File: config.mk
export PLATFORM = sky130hd
export DESIGN_NAME = rect_band_splitter_rotate_top
export DESIGN_NICKNAME = d
export VERILOG_FILES = /design/src/hw/rtl/rbsr_pkg.sv /design/src/hw/rtl/rect_band_splitter_rotate_top.sv /design/src/hw/rtl/rbsr_clamp.sv /design/src/hw/rtl/rbsr_div.sv
export VERILOG_INCLUDE_DIRS = /design/src /design/src/hw/rtl
export SDC_FILE = /design/constraint.sdc
export NUM_CORES = 1
export LEC_CHECK = 0
export BUFFER_PORTS_ARGS = -buffer_cell sky130_fd_sc_hd__buf_2
export CORE_UTILIZATION = 30
export DETAILED_ROUTE_END_ITERATION = 6
export SLEW_MARGIN = 20
export SYNTH_ARGS = -nofsm -noshare
export SYNTH_HDL_FRONTEND = slang
export SYNTH_SLANG_ARGS = --single-unit
export TNS_END_PERCENT = 5
File: constraint.sdc
create_clock -name clk_i -period 8.4 [get_ports clk_i]
set_input_delay 0 -clock clk_i [delete_from_list [all_inputs] [get_ports clk_i]]
set_output_delay 0 -clock clk_i [all_outputs]
set_load 0.03 [all_outputs]
File: src/hw/rtl/rect_band_splitter_rotate_top_assert.svh
// Assertion macros for the band splitter.
`ifndef RECT_BAND_SPLITTER_ROTATE_TOP_ASSERT_SVH
`define RECT_BAND_SPLITTER_ROTATE_TOP_ASSERT_SVH

// Same-cycle implication.
`define RBSR_ASSERT_IMP(lbl, ante, cons) \
  lbl: assert property (@(posedge clk_i) disable iff (!rst_ni) (ante) |-> (cons)) \
    else $error("assertion failed");

// Next-cycle implication.
`define RBSR_ASSERT_NXT(lbl, ante, cons) \
  lbl: assert property (@(posedge clk_i) disable iff (!rst_ni) (ante) |=> (cons)) \
    else $error("assertion failed");

`endif

File: src/hw/rtl/rbsr_pkg.sv
`timescale 1ns / 1ps
package rbsr_pkg;

  localparam int IN_W        = 10;
  localparam int COORD_W     = 11;
  localparam int SUM_W       = 12;
  localparam int DVD_W       = 19;
  localparam int REM_W       = 12;
  localparam int DCNT_W      = 5;
  localparam int PROD_W      = 22;
  localparam int WIN_W       = 9;
  localparam int SRC_W       = 17;
  localparam int BCNT_W      = 4;
  localparam int BUF_W       = 3;
  localparam int MAX_RESULTS = 9;

  typedef struct packed {
    logic               empty;
    logic [COORD_W-1:0] first;
    logic [COORD_W-1:0] last;
    logic [COORD_W-1:0] from;
    logic [COORD_W-1:0] to;
  } rect_t;

endpackage

File: src/hw/rtl/rect_band_splitter_rotate_top.sv
// A taken request passes the combinational clamp, then a bit-serial restoring
// divide, then the band steps.
// Each band takes a row step, an offset multiply and an emit, and the emit
// waits while the output stalls; a request yields at most MAX_RESULTS bands.
// Reset: rst_ni asynchronous, active low; clears control state and the
// rotation register. Only one request is worked on at a time.
`timescale 1ns / 1ps
`include "rect_band_splitter_rotate_top_assert.svh"
module rect_band_splitter_rotate_top #(
  parameter int CANVAS_COLS  = 360,
  parameter int CANVAS_ROWS  = 360,
  parameter int BAND_LINES   = 40,
  parameter int BAND_BUFFERS = 2
) (
  input  logic                               clk_i,
  input  logic                               rst_ni,
  input  logic                               cfg_we_i,
  input  logic                               cfg_data_i,
  input  logic                               in_valid_i,
  output logic                               in_stall_o,
  input  logic signed [rbsr_pkg::IN_W-1:0]   rect_top_i,
  input  logic        [rbsr_pkg::IN_W-1:0]   rect_height_i,
  input  logic signed [rbsr_pkg::IN_W-1:0]   rect_left_i,
  input  logic        [rbsr_pkg::IN_W-1:0]   rect_width_i,
  output logic                               out_valid_o,
  input  logic                               out_stall_i,
  output logic [rbsr_pkg::WIN_W-1:0]         win_x_start_o,
  output logic [rbsr_pkg::WIN_W-1:0]         win_y_start_o,
  output logic [rbsr_pkg::WIN_W-1:0]         win_x_end_o,
  output logic [rbsr_pkg::WIN_W-1:0]         win_y_end_o,
  output logic [rbsr_pkg::WIN_W-1:0]         band_row_count_o,
  output logic [rbsr_pkg::SRC_W-1:0]         src_first_offset_o,
  output logic                               read_backwards_o,
  output logic                               buffer_index_o,
  output logic                               is_last_band_o
);

  localparam int CW = rbsr_pkg::COORD_W;
  localparam int DW = rbsr_pkg::DVD_W;
  localparam int PW = rbsr_pkg::PROD_W;
  localparam int WW = rbsr_pkg::WIN_W;
  localparam int SW = rbsr_pkg::SRC_W;
  localparam int BW = rbsr_pkg::BCNT_W;
  localparam int FW = rbsr_pkg::BUF_W;

  localparam logic [DW-1:0] DIVIDEND = DW'(CANVAS_COLS * BAND_LINES);
  localparam logic [CW-1:0] COLS_C   = CW'(CANVAS_COLS);
  localparam logic [CW-1:0] ROWS_C   = CW'(CANVAS_ROWS);
  localparam logic [PW-1:0] COLS_P   = PW'(CANVAS_COLS);
  localparam logic [FW-1:0] BUF_TOP  = FW'(BAND_BUFFERS - 1);
  localparam logic [BW-1:0] CNT_TOP  = BW'(rbsr_pkg::MAX_RESULTS - 1);

  localparam logic [2:0] S_IDLE = 3'd0;
  localparam logic [2:0] S_DIV  = 3'd1;
  localparam logic [2:0] S_BAND = 3'd2;
  localparam logic [2:0] S_MUL  = 3'd3;
  localparam logic [2:0] S_EMIT = 3'd4;

  logic [2:0]    state_q, state_d;
  logic          rot_q, rot_d;
  logic          ovld_q, ovld_d;
  logic          in_acc, load, div_start, div_done;
  logic [DW-1:0] quot;
  rbsr_pkg::rect_t rect;

  logic [CW-1:0] cursor_q, cursor_d, limit_q, limit_d, from_q, from_d, to_q, to_d;
  logic [CW-1:0] row_q, row_d, rows_q, rows_d, srow_q, srow_d, remain;
  logic [DW-1:0] rpb_q, rpb_d;
  logic [PW-1:0] prod_q, prod_d, src_sum;
  logic [BW-1:0] bcnt_q, bcnt_d;
  logic [FW-1:0] buf_q, buf_d;
  logic          last_q, last_d;
  logic [CW-1:0] span, x0, y0, x_end, y_end, col_sel;

  logic [WW-1:0] xs_q, xs_d, ys_q, ys_d, xe_q, xe_d, ye_q, ye_d, rc_q, rc_d;
  logic [SW-1:0] src_q, src_d;
  logic          rb_q, rb_d, bi_q, bi_d, lb_q, lb_d;

  rbsr_clamp #(
    .CANVAS_COLS(CANVAS_COLS),
    .CANVAS_ROWS(CANVAS_ROWS)
  ) u_clamp (
    .rect_top_i   (rect_top_i),
    .rect_height_i(rect_height_i),
    .rect_left_i  (rect_left_i),
    .rect_width_i (rect_width_i),
    .rect_o       (rect)
  );

  rbsr_div u_div (
    .clk_i     (clk_i),
    .rst_ni    (rst_ni),
    .start_i   (div_start),
    .dividend_i(DIVIDEND),
    .divisor_i (span),
    .done_o    (div_done),
    .quot_o    (quot)
  );

  assign in_stall_o = (state_q != S_IDLE);
  assign in_acc     = in_valid_i && !in_stall_o;
  assign div_start  = in_acc && !rect.empty;
  assign load       = (state_q == S_EMIT) && (!ovld_q || !out_stall_i);
  assign span       = to_q - from_q;
  assign remain     = limit_q - cursor_q;

  always_comb begin
    state_d  = state_q;
    rot_d    = cfg_we_i ? cfg_data_i : rot_q;
    ovld_d   = load || (ovld_q && out_stall_i);
    cursor_d = cursor_q;
    limit_d  = limit_q;
    from_d   = from_q;
    to_d     = to_q;
    row_d    = row_q;
    rows_d   = rows_q;
    srow_d   = srow_q;
    rpb_d    = rpb_q;
    prod_d   = prod_q;
    bcnt_d   = bcnt_q;
    buf_d    = buf_q;
    last_d   = last_q;
    unique case (state_q)
      S_IDLE: begin
        if (div_start) begin
          cursor_d = rect.first;
          limit_d  = rect.last;
          from_d   = rect.from;
          to_d     = rect.to;
          state_d  = S_DIV;
        end
      end
      S_DIV: begin
        if (div_done) begin
          rpb_d   = (quot == '0) ? DW'(1) : quot;
          bcnt_d  = '0;
          buf_d   = '0;
          state_d = S_BAND;
        end
      end
      S_BAND: begin
        rows_d   = (rpb_q <= DW'(remain)) ? rpb_q[CW-1:0] : remain;
        row_d    = cursor_q;
        cursor_d = cursor_q + rows_d;
        srow_d   = rot_q ? (cursor_d - CW'(1)) : cursor_q;
        last_d   = (cursor_d >= limit_q) || (bcnt_q >= CNT_TOP);
        state_d  = S_MUL;
      end
      S_MUL: begin
        prod_d  = PW'(srow_q) * COLS_P;
        state_d = S_EMIT;
      end
      S_EMIT: begin
        if (load) begin
          bcnt_d  = bcnt_q + BW'(1);
          buf_d   = (buf_q >= BUF_TOP) ? '0 : buf_q + FW'(1);
          state_d = last_q ? S_IDLE : S_BAND;
        end
      end
      default: state_d = S_IDLE;
    endcase
  end

  always_comb begin
    x0      = rot_q ? (COLS_C - to_q) : from_q;
    y0      = rot_q ? (ROWS_C - row_q - rows_q) : row_q;
    x_end   = x0 + span;
    y_end   = y0 + rows_q;
    col_sel = rot_q ? (to_q - CW'(1)) : from_q;
    src_sum = prod_q + PW'(col_sel);
    xs_d = load ? x0[WW-1:0] : xs_q;
    ys_d = load ? y0[WW-1:0] : ys_q;
    xe_d = load ? x_end[WW-1:0] : xe_q;
    ye_d = load ? y_end[WW-1:0] : ye_q;
    rc_d = load ? rows_q[WW-1:0] : rc_q;
    src_d = load ? src_sum[SW-1:0] : src_q;
    rb_d = load ? rot_q : rb_q;
    bi_d = load ? buf_q[0] : bi_q;
    lb_d = load ? last_q : lb_q;
  end

  always_ff @(posedge clk_i or negedge rst_ni) begin
    if (!rst_ni) begin
      state_q <= S_IDLE;
      rot_q   <= 1'b0;
      ovld_q  <= 1'b0;
    end else begin
      state_q <= state_d;
      rot_q   <= rot_d;
      ovld_q  <= ovld_d;
    end
  end

  always_ff @(posedge clk_i) begin
    cursor_q <= cursor_d;
    limit_q  <= limit_d;
    from_q   <= from_d;
    to_q     <= to_d;
    row_q    <= row_d;
    rows_q   <= rows_d;
    srow_q   <= srow_d;
    rpb_q    <= rpb_d;
    prod_q   <= prod_d;
    bcnt_q   <= bcnt_d;
    buf_q    <= buf_d;
    last_q   <= last_d;
    xs_q     <= xs_d;
    ys_q     <= ys_d;
    xe_q     <= xe_d;
    ye_q     <= ye_d;
    rc_q     <= rc_d;
    src_q    <= src_d;
    rb_q     <= rb_d;
    bi_q     <= bi_d;
    lb_q     <= lb_d;
  end

  assign out_valid_o        = ovld_q;
  assign win_x_start_o      = xs_q;
  assign win_y_start_o      = ys_q;
  assign win_x_end_o        = xe_q;
  assign win_y_end_o        = ye_q;
  assign band_row_count_o   = rc_q;
  assign src_first_offset_o = src_q;
  assign read_backwards_o   = rb_q;
  assign buffer_index_o     = bi_q;
  assign is_last_band_o     = lb_q;

  `RBSR_ASSERT_IMP(a_div_done_in_div, div_done, state_q == S_DIV)
  `RBSR_ASSERT_IMP(a_band_rows_nonzero, state_q == S_MUL, rows_q != '0)
  `RBSR_ASSERT_IMP(a_band_limit, state_q == S_EMIT, bcnt_q <= CNT_TOP)
  `RBSR_ASSERT_NXT(a_last_returns_idle, load && last_q, state_q == S_IDLE)

endmodule

File: src/hw/rtl/rbsr_clamp.sv
`timescale 1ns / 1ps
module rbsr_clamp #(
  parameter int CANVAS_COLS = 360,
  parameter int CANVAS_ROWS = 360
) (
  input  logic signed [rbsr_pkg::IN_W-1:0] rect_top_i,
  input  logic        [rbsr_pkg::IN_W-1:0] rect_height_i,
  input  logic signed [rbsr_pkg::IN_W-1:0] rect_left_i,
  input  logic        [rbsr_pkg::IN_W-1:0] rect_width_i,
  output rbsr_pkg::rect_t                  rect_o
);

  localparam int SW = rbsr_pkg::SUM_W;
  localparam int CW = rbsr_pkg::COORD_W;
  localparam int XW = SW - rbsr_pkg::IN_W;
  localparam logic signed [SW-1:0] ROWS_S = SW'(CANVAS_ROWS);
  localparam logic signed [SW-1:0] COLS_S = SW'(CANVAS_COLS);
  localparam logic signed [SW-1:0] ONE_S  = SW'(1);

  logic signed [SW-1:0] top_s, left_s, hgt_s, wid_s;
  logic signed [SW-1:0] last_raw, to_raw;
  logic signed [SW-1:0] first_e, last_e, from_e, to_e;
  logic signed [SW-1:0] first_c, last_c, from_c, to_c;

  always_comb begin
    top_s    = {{XW{rect_top_i[rbsr_pkg::IN_W-1]}}, rect_top_i};
    left_s   = {{XW{rect_left_i[rbsr_pkg::IN_W-1]}}, rect_left_i};
    hgt_s    = {{XW{1'b0}}, rect_height_i};
    wid_s    = {{XW{1'b0}}, rect_width_i};
    last_raw = top_s + hgt_s + ONE_S;
    to_raw   = left_s + wid_s + ONE_S;
    // round toward minus infinity to even
    first_e  = {top_s[SW-1:1], 1'b0};
    last_e   = {last_raw[SW-1:1], 1'b0};
    from_e   = {left_s[SW-1:1], 1'b0};
    to_e     = {to_raw[SW-1:1], 1'b0};
    first_c  = first_e[SW-1] ? '0 : first_e;
    from_c   = from_e[SW-1] ? '0 : from_e;
    last_c   = (last_e > ROWS_S) ? ROWS_S : last_e;
    to_c     = (to_e > COLS_S) ? COLS_S : to_e;
    rect_o.empty = (first_c >= last_c) || (from_c >= to_c);
    rect_o.first = first_c[CW-1:0];
    rect_o.last  = last_c[CW-1:0];
    rect_o.from  = from_c[CW-1:0];
    rect_o.to    = to_c[CW-1:0];
  end

endmodule

File: src/hw/rtl/rbsr_div.sv
`timescale 1ns / 1ps
module rbsr_div (
  input  logic                             clk_i,
  input  logic                             rst_ni,
  input  logic                             start_i,
  input  logic [rbsr_pkg::DVD_W-1:0]       dividend_i,
  input  logic [rbsr_pkg::COORD_W-1:0]     divisor_i,
  output logic                             done_o,
  output logic [rbsr_pkg::DVD_W-1:0]       quot_o
);

  localparam int DW = rbsr_pkg::DVD_W;
  localparam int RW = rbsr_pkg::REM_W;
  localparam int NW = rbsr_pkg::DCNT_W;

  logic          busy_q, busy_d, done_q, done_d;
  logic [NW-1:0] cnt_q, cnt_d;
  logic [DW-1:0] qd_q, qd_d;
  logic [RW-1:0] rem_q, rem_d, trial, dvs;

  // one quotient bit per cycle, restoring
  always_comb begin
    busy_d = busy_q;
    done_d = 1'b0;
    cnt_d  = cnt_q;
    qd_d   = qd_q;
    rem_d  = rem_q;
    dvs    = {1'b0, divisor_i};
    trial  = {rem_q[RW-2:0], qd_q[DW-1]};
    if (start_i) begin
      busy_d = 1'b1;
      cnt_d  = NW'(DW);
      qd_d   = dividend_i;
      rem_d  = '0;
    end else if (busy_q) begin
      if (trial >= dvs) begin
        rem_d = trial - dvs;
        qd_d  = {qd_q[DW-2:0], 1'b1};
      end else begin
        rem_d = trial;
        qd_d  = {qd_q[DW-2:0], 1'b0};
      end
      cnt_d = cnt_q - NW'(1);
      if (cnt_q == NW'(1)) begin
        busy_d = 1'b0;
        done_d = 1'b1;
      end
    end
  end

  always_ff @(posedge clk_i or negedge rst_ni) begin
    if (!rst_ni) begin
      busy_q <= 1'b0;
      done_q <= 1'b0;
      cnt_q  <= '0;
    end else begin
      busy_q <= busy_d;
      done_q <= done_d;
      cnt_q  <= cnt_d;
    end
  end

  always_ff @(posedge clk_i) begin
    qd_q  <= qd_d;
    rem_q <= rem_d;
  end

  assign done_o = done_q;
  assign quot_o = qd_q;

endmodule

# Yosys cells after proc, flatten, opt, wreduce, memory -nomap -nowiden
# Cells that the tools add are included.
# op_classes
multipliers	1
n_mux	33
reduce_logical	23
eq_ne	8
magnitude_cmp	9
bitwise_logic	0
n_addsub	19
div_mod_pow	0
n_shift	0
# ops
operator	n
$mux 11	5
$mux 9	4
$add 10x11->12	2
$add 12x2->12 const B	2
$gt 12x10->1 const B	2
$mux 12	2
$pmux 11 s2	1
$sub 11x1->11 const B	2
$sub 11x11->11	2
$le 19x11->1	1
$logic_not 19->1	1
$add 9x9->9	2
$mux 3	6
$sub 9x9->9 const A	2
$add 17x11->17	1
$pmux 3 s5	1
$mul 11x6->14 const B	1
$ge 10x12->1	1
$ge 12x11->1	1
$ge 12x12->1	1
$add 11x11->11	1
$ge 11x11->1	1
$sub 11x9->11	1
$mux 5	2
25 further kinds	48
# word_totals
memories	0
out_inout_bits	67
rom_bits	0
input_bits	46
ff_bits	219
latchBits	0
ram_bits	0
wordCells	122

# Depth between registers and ports, before layout
# Gate-level depths: netlist of run 1.
# logic_depth
ltp_word	10
mapped_depth	33
mapped_depth_nobuf	31

# By module
# A second synthesis of run 1 with hierarchy kept.
# unflattened
hier_cells	1484
area_unflattened_um2	15492.4
# modules_own_cells
mod	area_per_inst_um2	seq_area_each_um2	n_inst	cells_per_inst
rect_band_splitter_rotate_top	11328.4	5500.3	1	1008
rbsr_div	2239.6	965.9	1	209
rbsr_clamp	1924.3	0.0	1	267

# Worst setup path before layout of run 1
# Ideal clock, no wire load.
# synth_timing
path_kind	register -> register
start	reg cursor_q[1]
end	reg last_q (data pin)
setup_ns	0.278
path_stages_with_launch	33
arrival_ns	6.190
path_buffers	2
required_time_ns	8.122
slack_ns	1.932
path_cell_list	edfxtp_1 -> inv_1 -> ha_1 -> nor2b_1 -> o21ai_0 -> a21boi_0 -> o21ai_0 -> a21o_1 -> nand2_1 -> xnor2_1 -> ha_1 -> a21oi_1 -> nor2b_1 -> a2111oi_0 -> o211ai_1 -> a21oi_1 -> clkbuf_1 -> clkbuf_1 -> o21ai_0 -> ha_1 -> fa_1 -> a21oi_1 -> o211ai_1 -> or4_1 -> a31o_2 -> a21oi_1 -> xnor2_1 -> xor2_1 -> ha_1 -> inv_1 -> a21oi_1 -> o21ai_0 -> o311ai_0
# synth_via
elab_chain_len	6
# synth_rtl
item	line_no	source
start, declared	rect_band_splitter_rotate_top.sv:66	logic [CW-1:0] cursor_q, cursor_d, limit_q, limit_d, from_q, from_d, to_q, to_d;
start signal, assigned	rect_band_splitter_rotate_top.sv:195	cursor_q <= cursor_d;
$sub 11x11->11	rect_band_splitter_rotate_top.sv:105	assign remain = limit_q - cursor_q;
$le 19x11->1	rect_band_splitter_rotate_top.sv:142	rows_d = (rpb_q <= DW'(remain)) ? rpb_q[CW-1:0] : remain;
$mux 11	rect_band_splitter_rotate_top.sv:142	
$add 11x11->11 (*)	rect_band_splitter_rotate_top.sv:144	cursor_d = cursor_q + rows_d;
$ge 11x11->1 (*)	rect_band_splitter_rotate_top.sv:146	last_d = (cursor_d >= limit_q) || (bcnt_q >= CNT_TOP);
$logic_or 1x1->1 (*)	rect_band_splitter_rotate_top.sv:146	
end signal, assigned	rect_band_splitter_rotate_top.sv:206	last_q <= last_d;
end, declared	rect_band_splitter_rotate_top.sv:72	logic last_q, last_d;
# Mark *: on every way between the ends. The rest lies on a longest branch, timed or not.
# A chain may end at the register's enable or synchronous reset.

# Worst setup path in the final report of run 1
# Same ends and word-level chain as after synthesis.

==> impl_metrics.csv, run 1 <==
group,metric,value,unit
outcome,status,"finished clean",
sta,tightestPinTransition,1.01,ns
detailed_routing,ant_nets,0,
detailed_routing,drt-pass1-iter-count,5,
global_routing,grt_max_degree,67,
yosys,yosysTopAreaCellShare,35.7,%
cts,cts_buffer_depth,3,
placement,pre_cts_ws,1.51,ns
placement,place.gp.congestion,0.884,
critical_path,crit_fanout,20,
sta,setup_violations,0,
floorplanning,row_count,80,
finish,final_common_cell,"edfxtp_1",
yosys,yosysSeqAreaShare,42.0,%
sta,post-route-period-util,82.9,%
floorplanning,die-area,49100,um2
sta,drv_slew,0,
yosys,syn_area,14500,um2
floorplanning,core-area,47600,um2
critical_path,cpMostUsedCell,"a21oi_1",
detailed_routing,route.vias.total,10300,
floorplanning,die_h,222,um
floorplanning,initial_utilization,30.3,%
yosys,netlist-cell-type-count,75,
sta,relSlewSlack,33.0,%
placement,post-dp-hpwl,24300,um
cts,cts_hold_buf,17,
sta,rsz0062_at_grt,"false",
sta,finClkSkew,0.0348,ns
cts,path_clk_slew,0.06,ns
pwr,p_per_area,240,nW/um2
critical_path,max_stage_delay,0.55,ns
cts,clock_sinks,214,
finish,multi_input_area,7610,um2
cts,clock_latency,0.55,ns
detailed_routing,wl_per_cell,14.5,um
finish,layout.area.seq,6070,um2
global_routing,grt_pass1_wl,51600,um
critical_path,startpoint_type,"flip-flop",
cts,cts_setup_buffers,0,
job,drv_cap,0,
detailed_routing,drc_errors,0,
yosys,synth_edf_count,172,
global_routing,grt_util_all_layers,12.8,%
global_routing,grt_overflow_total,0,
yosys,synthTopCellsByArea,"edfxtp_1 (36%), ha_1 (14%), dfxtp_1 (4.2%)",
floorplanning,ios,113,
placement,io_buffers,110,
cts,cts_tree,"done",
global_routing,antenna_found_initial,0,
finish,n_fill_cell,4795,
hold_path,hold_class,"in -> reg",
critical_path,crit_arrival,7.23,ns
finish,final_cell_area,16700,um2
detailed_routing,drt-total-wl,31400,um
finish,mostFrequentLayoutCells,"edfxtp_1 (172), ha_1 (160), inv_1 (157)",
sta,min_period,6.96,ns
cts,cts_resized,0,
finish,fin_cells,2162,
finish,area_growth,15.4,%
yosys,synthCells,1413,
detailed_routing,drt_iter0_markers,501,
detailed_routing,vias_per_cell,4.78,
pwr,vdd_drop_max,0.119,mV
sta,finalHoldViolCount,0,
critical_path,slowest_stage,"a2111oi_0",
finish,n_antenna_cell,0,
yosys,async_reset_ff_share,5.61,%
placement,place_area,15600,um2
critical_path,endpoint_kind,"flip-flop",
global_routing,first_global_vias,10300,
placement,place_inst,2097,
yosys,syn_avg_cell_area,10.2,um2
critical_path,required,8.67,ns
yosys,synth_top_area_cell,"edfxtp_1",
yosys,ys_ff_latch,214,
pwr,p_leak,7.07,nW
floorplanning,die_w,222,um
sta,finalSetupTns,0,ns
finish,final_nets,1759,
yosys,ys.flop_type,"edfxtp_1",
sta,fin_ws,1.44,ns
cts,h-tree-depth,1,
cts,cts.root.buffer_cell,"clkbuf_16",
yosys,yosys_warnings,0,
finish,final_layout_size_suffix_gt1_share,12.1,%
critical_path,path_class,"reg -> reg",
cts,cts_inserted_buffers,26,
sta,max_freq,144,MHz
-- worst max-delay path: cells and delay by family, from the launching register on --
kind	cells	cell delay (ns)
compound gates	16	3.00
xor+xnor	3	0.59
fa+ha+maj	5	1.49
buf+inv	3	0.47
flops	1	0.46
simple gates	4	0.68
-- where the power goes --
| part | switching (mW) | internal, mW | total [mW] |
|---|---|---|---|
| clock | 0.440 | 0.680 | 1.12 |
| sequential | 0.148 | 1.33 | 1.48 |
| combinational | 0.773 | 0.637 | 1.41 |
| total | 1.36 | 2.65 | 4.01 |
-- path summary, 6_finish.rpt --
check                                     start           end  slack, ns  cells past startpoint
max in group asynchronous                rst_ni  u_div.busy_q       7.47                      3
worst max register to register      cursor_q[1]        last_q       1.44                     31
worst min-delay path              rect_top_i[5]   cursor_q[5]       0.03                      4
worst min register to register  u_div.quot_o[4]      rpb_q[4]       0.47                      0
worst max-delay path                cursor_q[1]        last_q       1.44                     31
min in group asynchronous                rst_ni   out_valid_o       0.53                      3
-- routing by layer --
metal	global-route usage [%]	part of all wire (%)
met3	1.55	3.8
met1	16.7	47
met5	0	0
met2	22.3	47
met4	3.23	2.1
-- cell families after synthesis --
| kind of cell | Yosys count | synth area share, % |
|---|---|---|
| compound gates | 293 | 12.8 |
| xor+xnor | 109 | 7.07 |
| fa+ha+maj | 186 | 17.4 |
| buf+inv | 208 | 5.55 |
| flops | 214 | 42.0 |
| mux | 34 | 2.41 |
| other cells | 1 | 0.0259 |
| simple gates | 368 | 12.8 |
-- state kept, by name, summed over array words and instances, names as in the netlist, 3 cells and up --
signal,count
bcnt_q,4
limit_q,10
state_q,3
to_q,10
u_div.cnt_q,5
from_q,8
win_y_end_o,9
row_q,9
u_div.quot_o,19
cursor_q,11
srow_q,11
src_first_offset_o,17
rpb_q,19
win_y_start_o,9
win_x_start_o,8
band_row_count_o,9
rows_q,9
u_div.rem_q,11
prod_q,14
win_x_end_o,8
buf_q,3
-- per-stage QoR --
stage | hold WS, ns | utilization [%] | power [mW]
after floorplan | -0.296 | - | 2.59
after global placement | -0.100 | 32.8 | 2.86
after detailed placement | -0.0974 | 32.8 | 2.90
after CTS | 0.00455 | 35.0 | 4.05
after global routing | 0.0265 | 35.0 | 4.29
final | 0.0253 | 35.0 | 4.01
-- cell usage after synthesis, types with 11 or more instances --
cell,n
a21oi_1,87
clkbuf_1,39
xor2_1,37
o21ai_0,76
a21boi_0,11
nor2b_1,34
a21o_1,20
or3_1,14
xnor2_1,67
nor4_1,12
ha_1,160
o21a_1,16
o21bai_1,12
edfxtp_1,172
dfxtp_1,30
mux2i_1,28
inv_1,158
nand3_1,21
dfrtp_1,12
nand2b_1,19
a211oi_1,14
nor2_1,106
nand2_1,74
nor3_1,29
fa_1,26
-- final cells by class --
type,count,share of cell area (%)
clock buffer,39,4.50
clock inverter,9,0.683
inverter,159,3.58
multi-input combinational,992,45.6
sequential,214,36.4
tap,615,4.61
timing repair buffer,134,4.64
Power figures use the tool's default switching activity.
==> run 2, diff against run 1 <==
==> constraint.sdc (replaced) <==
create_clock -name clk_i -period 6.85 [get_ports clk_i]
set_input_delay 0 -clock clk_i [delete_from_list [all_inputs] [get_ports clk_i]]
set_output_delay 0 -clock clk_i [all_outputs]
set_load 0.03 [all_outputs]
==> run 2 against run 1 <==
Combinational power increased by 23%. Final cell count up 0.28%. Highest routed layer unchanged. Sequential power increased by 22%. Die area unchanged. Critical path type unchanged. Clock power grew 29%. Via count fell by 0.29%. Critical path depth fell by 1. Flip-flop and latch count is the same. Sequential share of layout area fell by 0.31 points. Core utilization up 0.30 points.
==> impl_metrics.csv, run 2 (same netlist as run 1, synthesis figures left out) <==
group,metric,value,unit
floorplanning,die_w,222,um
hold_path,worstHoldStart,"rect_left_i[9]",
critical_path,reg2reg_depth,30,
global_routing,grt_util_all_layers,12.8,%
critical_path,r2r_end,"last_q",
sta,tightestPinTransition,1.06,ns
floorplanning,initial_utilization,30.3,%
critical_path,critPathBufInv,2,
global_routing,first_global_vias,10300,
detailed_routing,drt-pass1-iter-count,5,
hold_path,hold_class,"in -> reg",
sta,finalSetupTns,0,ns
finish,final_common_cell,"edfxtp_1",
finish,mostFrequentLayoutCells,"edfxtp_1 (172), ha_1 (160), inv_1 (156)",
sta,min_period,6.24,ns
finish,final_nets,1765,
critical_path,max_stage_delay,0.45,ns
detailed_routing,ant_nets,0,
detailed_routing,drt-total-wl,31800,um
pwr,p_int,3.31,mW
sta,relSlewSlack,29.5,%
critical_path,r2r-start,"cursor_q[1]",
cts,cts_inserted_buffers,26,
critical_path,slowest_stage,"or4_1",
detailed_routing,wl_per_cell,14.7,um
outcome,status,"finished clean",
floorplanning,die-area,49100,um2
cts,cts_buffer_depth,3,
cts,h-tree-depth,1,
pwr,p_sw,1.69,mW
placement,place.gp.congestion,0.896,
placement,io_buffers,110,
floorplanning,core-area,47600,um2
critical_path,startpoint_type,"flip-flop",
sta,max_freq,160,MHz
pwr,p_per_area,297,nW/um2
cts,clock_latency,0.54,ns
floorplanning,row_count,80,
critical_path,required,7.13,ns
pwr,clkPwrFrac,28.9,%
pwr,vdd_drop_max,0.194,mV
critical_path,r2r_setup_slack,0.61,ns
finish,area_growth,16.4,%
cts,path_clk_slew,0.06,ns
detailed_routing,drc_errors,0,
global_routing,antenna_found_initial,0,
sta,finClkSkew,0.0202,ns
critical_path,cp_top_family,"compound AO/OA/AOI/OAI gates",
pwr,combPwrFrac,34.9,%
pwr,p_leak,7.14,nW
placement,post-dp-hpwl,24700,um
finish,n_antenna_cell,0,
sta,setup_violations,0,
detailed_routing,vias_per_cell,4.76,
critical_path,crit_fanout,4,
pwr,switching_share,33.8,%
floorplanning,die_h,222,um
sta,rsz0062_at_grt,"false",
global_routing,grt_overflow_total,0,
pwr,seq_power_share,36.3,%
cts,cts_tree,"done",
job,drv_cap,0,
finish,final_layout_size_suffix_gt1_share,13.2,%
global_routing,grt_pass1_wl,51600,um
sta,drv_slew,0,
critical_path,path_class,"reg -> reg",
sta,holdWs,0.0347,ns
sta,post-route-period-util,91.2,%
floorplanning,ios,113,
critical_path,crit_arrival,6.52,ns
hold_path,hold_end,"from_q[5]",
detailed_routing,route.vias.total,10300,
global_routing,grt_max_degree,67,
hold_path,hold-path-cell-count,2,
cts,cts.root.buffer_cell,"clkbuf_16",
detailed_routing,drt_iter0_markers,542,
cts,clock_sinks,214,
critical_path,endpoint_kind,"flip-flop",
sta,finalHoldViolCount,0,
run 2: repair_timing:
action / 4_1_cts / 5_1_grt
pin swaps: 0 / 5
gates cloned: 0 / 0
setup endpoints to repair: 1 / 5
hold buffers: 17 / 0
endpoints found under the hold margin: 28 / 0
resized for setup: 1 / 15
setup buffers: 0 / 6
run 2: through the flow:
stage	util (%)	cell area (um2)	total power, mW	setup slack [ns]	cells
finish	35.3	16800	5.00	0.605	2168
global route	35.3	16800	5.34	0.0271	2168
CTS	35.1	16700	5.04	0.0475	2162
detailed placement	32.8	15600	3.56	-0.0664	2097
global placement	32.8	15600	3.51	0.205	2097
floorplan	-	14500	3.18	0.382	1414
run 2: worst max-delay path by stage:
stage                           start      to  slack, ns  cells past startpoint
after floorplan           cursor_q[1]  last_q       0.38                     32
after global placement    cursor_q[1]  last_q       0.20                     30
after detailed placement  cursor_q[1]  last_q      -0.07                     28
after CTS                 cursor_q[1]  last_q       0.05                     30
after global routing      cursor_q[1]  last_q       0.03                     30
final                     cursor_q[1]  last_q       0.61                     30
run 2: area by class of cell:
cell class,instances,area [um2]
clock inverters,13,168
inverters,159,597
flip-flops and latches,214,6070
clock buffers,35,748
multi-input cells,992,7650
repair buffers,140,822
well taps,615,769
fillers,4730,30800
run 2: power groups by stage:
| stage | clock, mW | combinational (mW) | sequential, mW |
|---|---|---|---|
| final | 1.44 | 1.74 | 1.81 |
| after detailed placement | 0 | 1.71 | 1.84 |
| after global placement | 0 | 1.67 | 1.84 |
| after global routing | 1.52 | 1.98 | 1.84 |
| after floorplan | 0 | 1.41 | 1.77 |
| after CTS | 1.49 | 1.73 | 1.82 |
run 2: metal layers:
metal | wire length [um] | vias to the layer above | track usage (%)
met4 | 814 | 0 | 3.81
met3 | 1220 | 47 | 1.54
met2 | 15100 | 168 | 22.2
met5 | 0 | - | 0
met1 | 14700 | 4863 | 16.7
li1 | - | 5236 | -
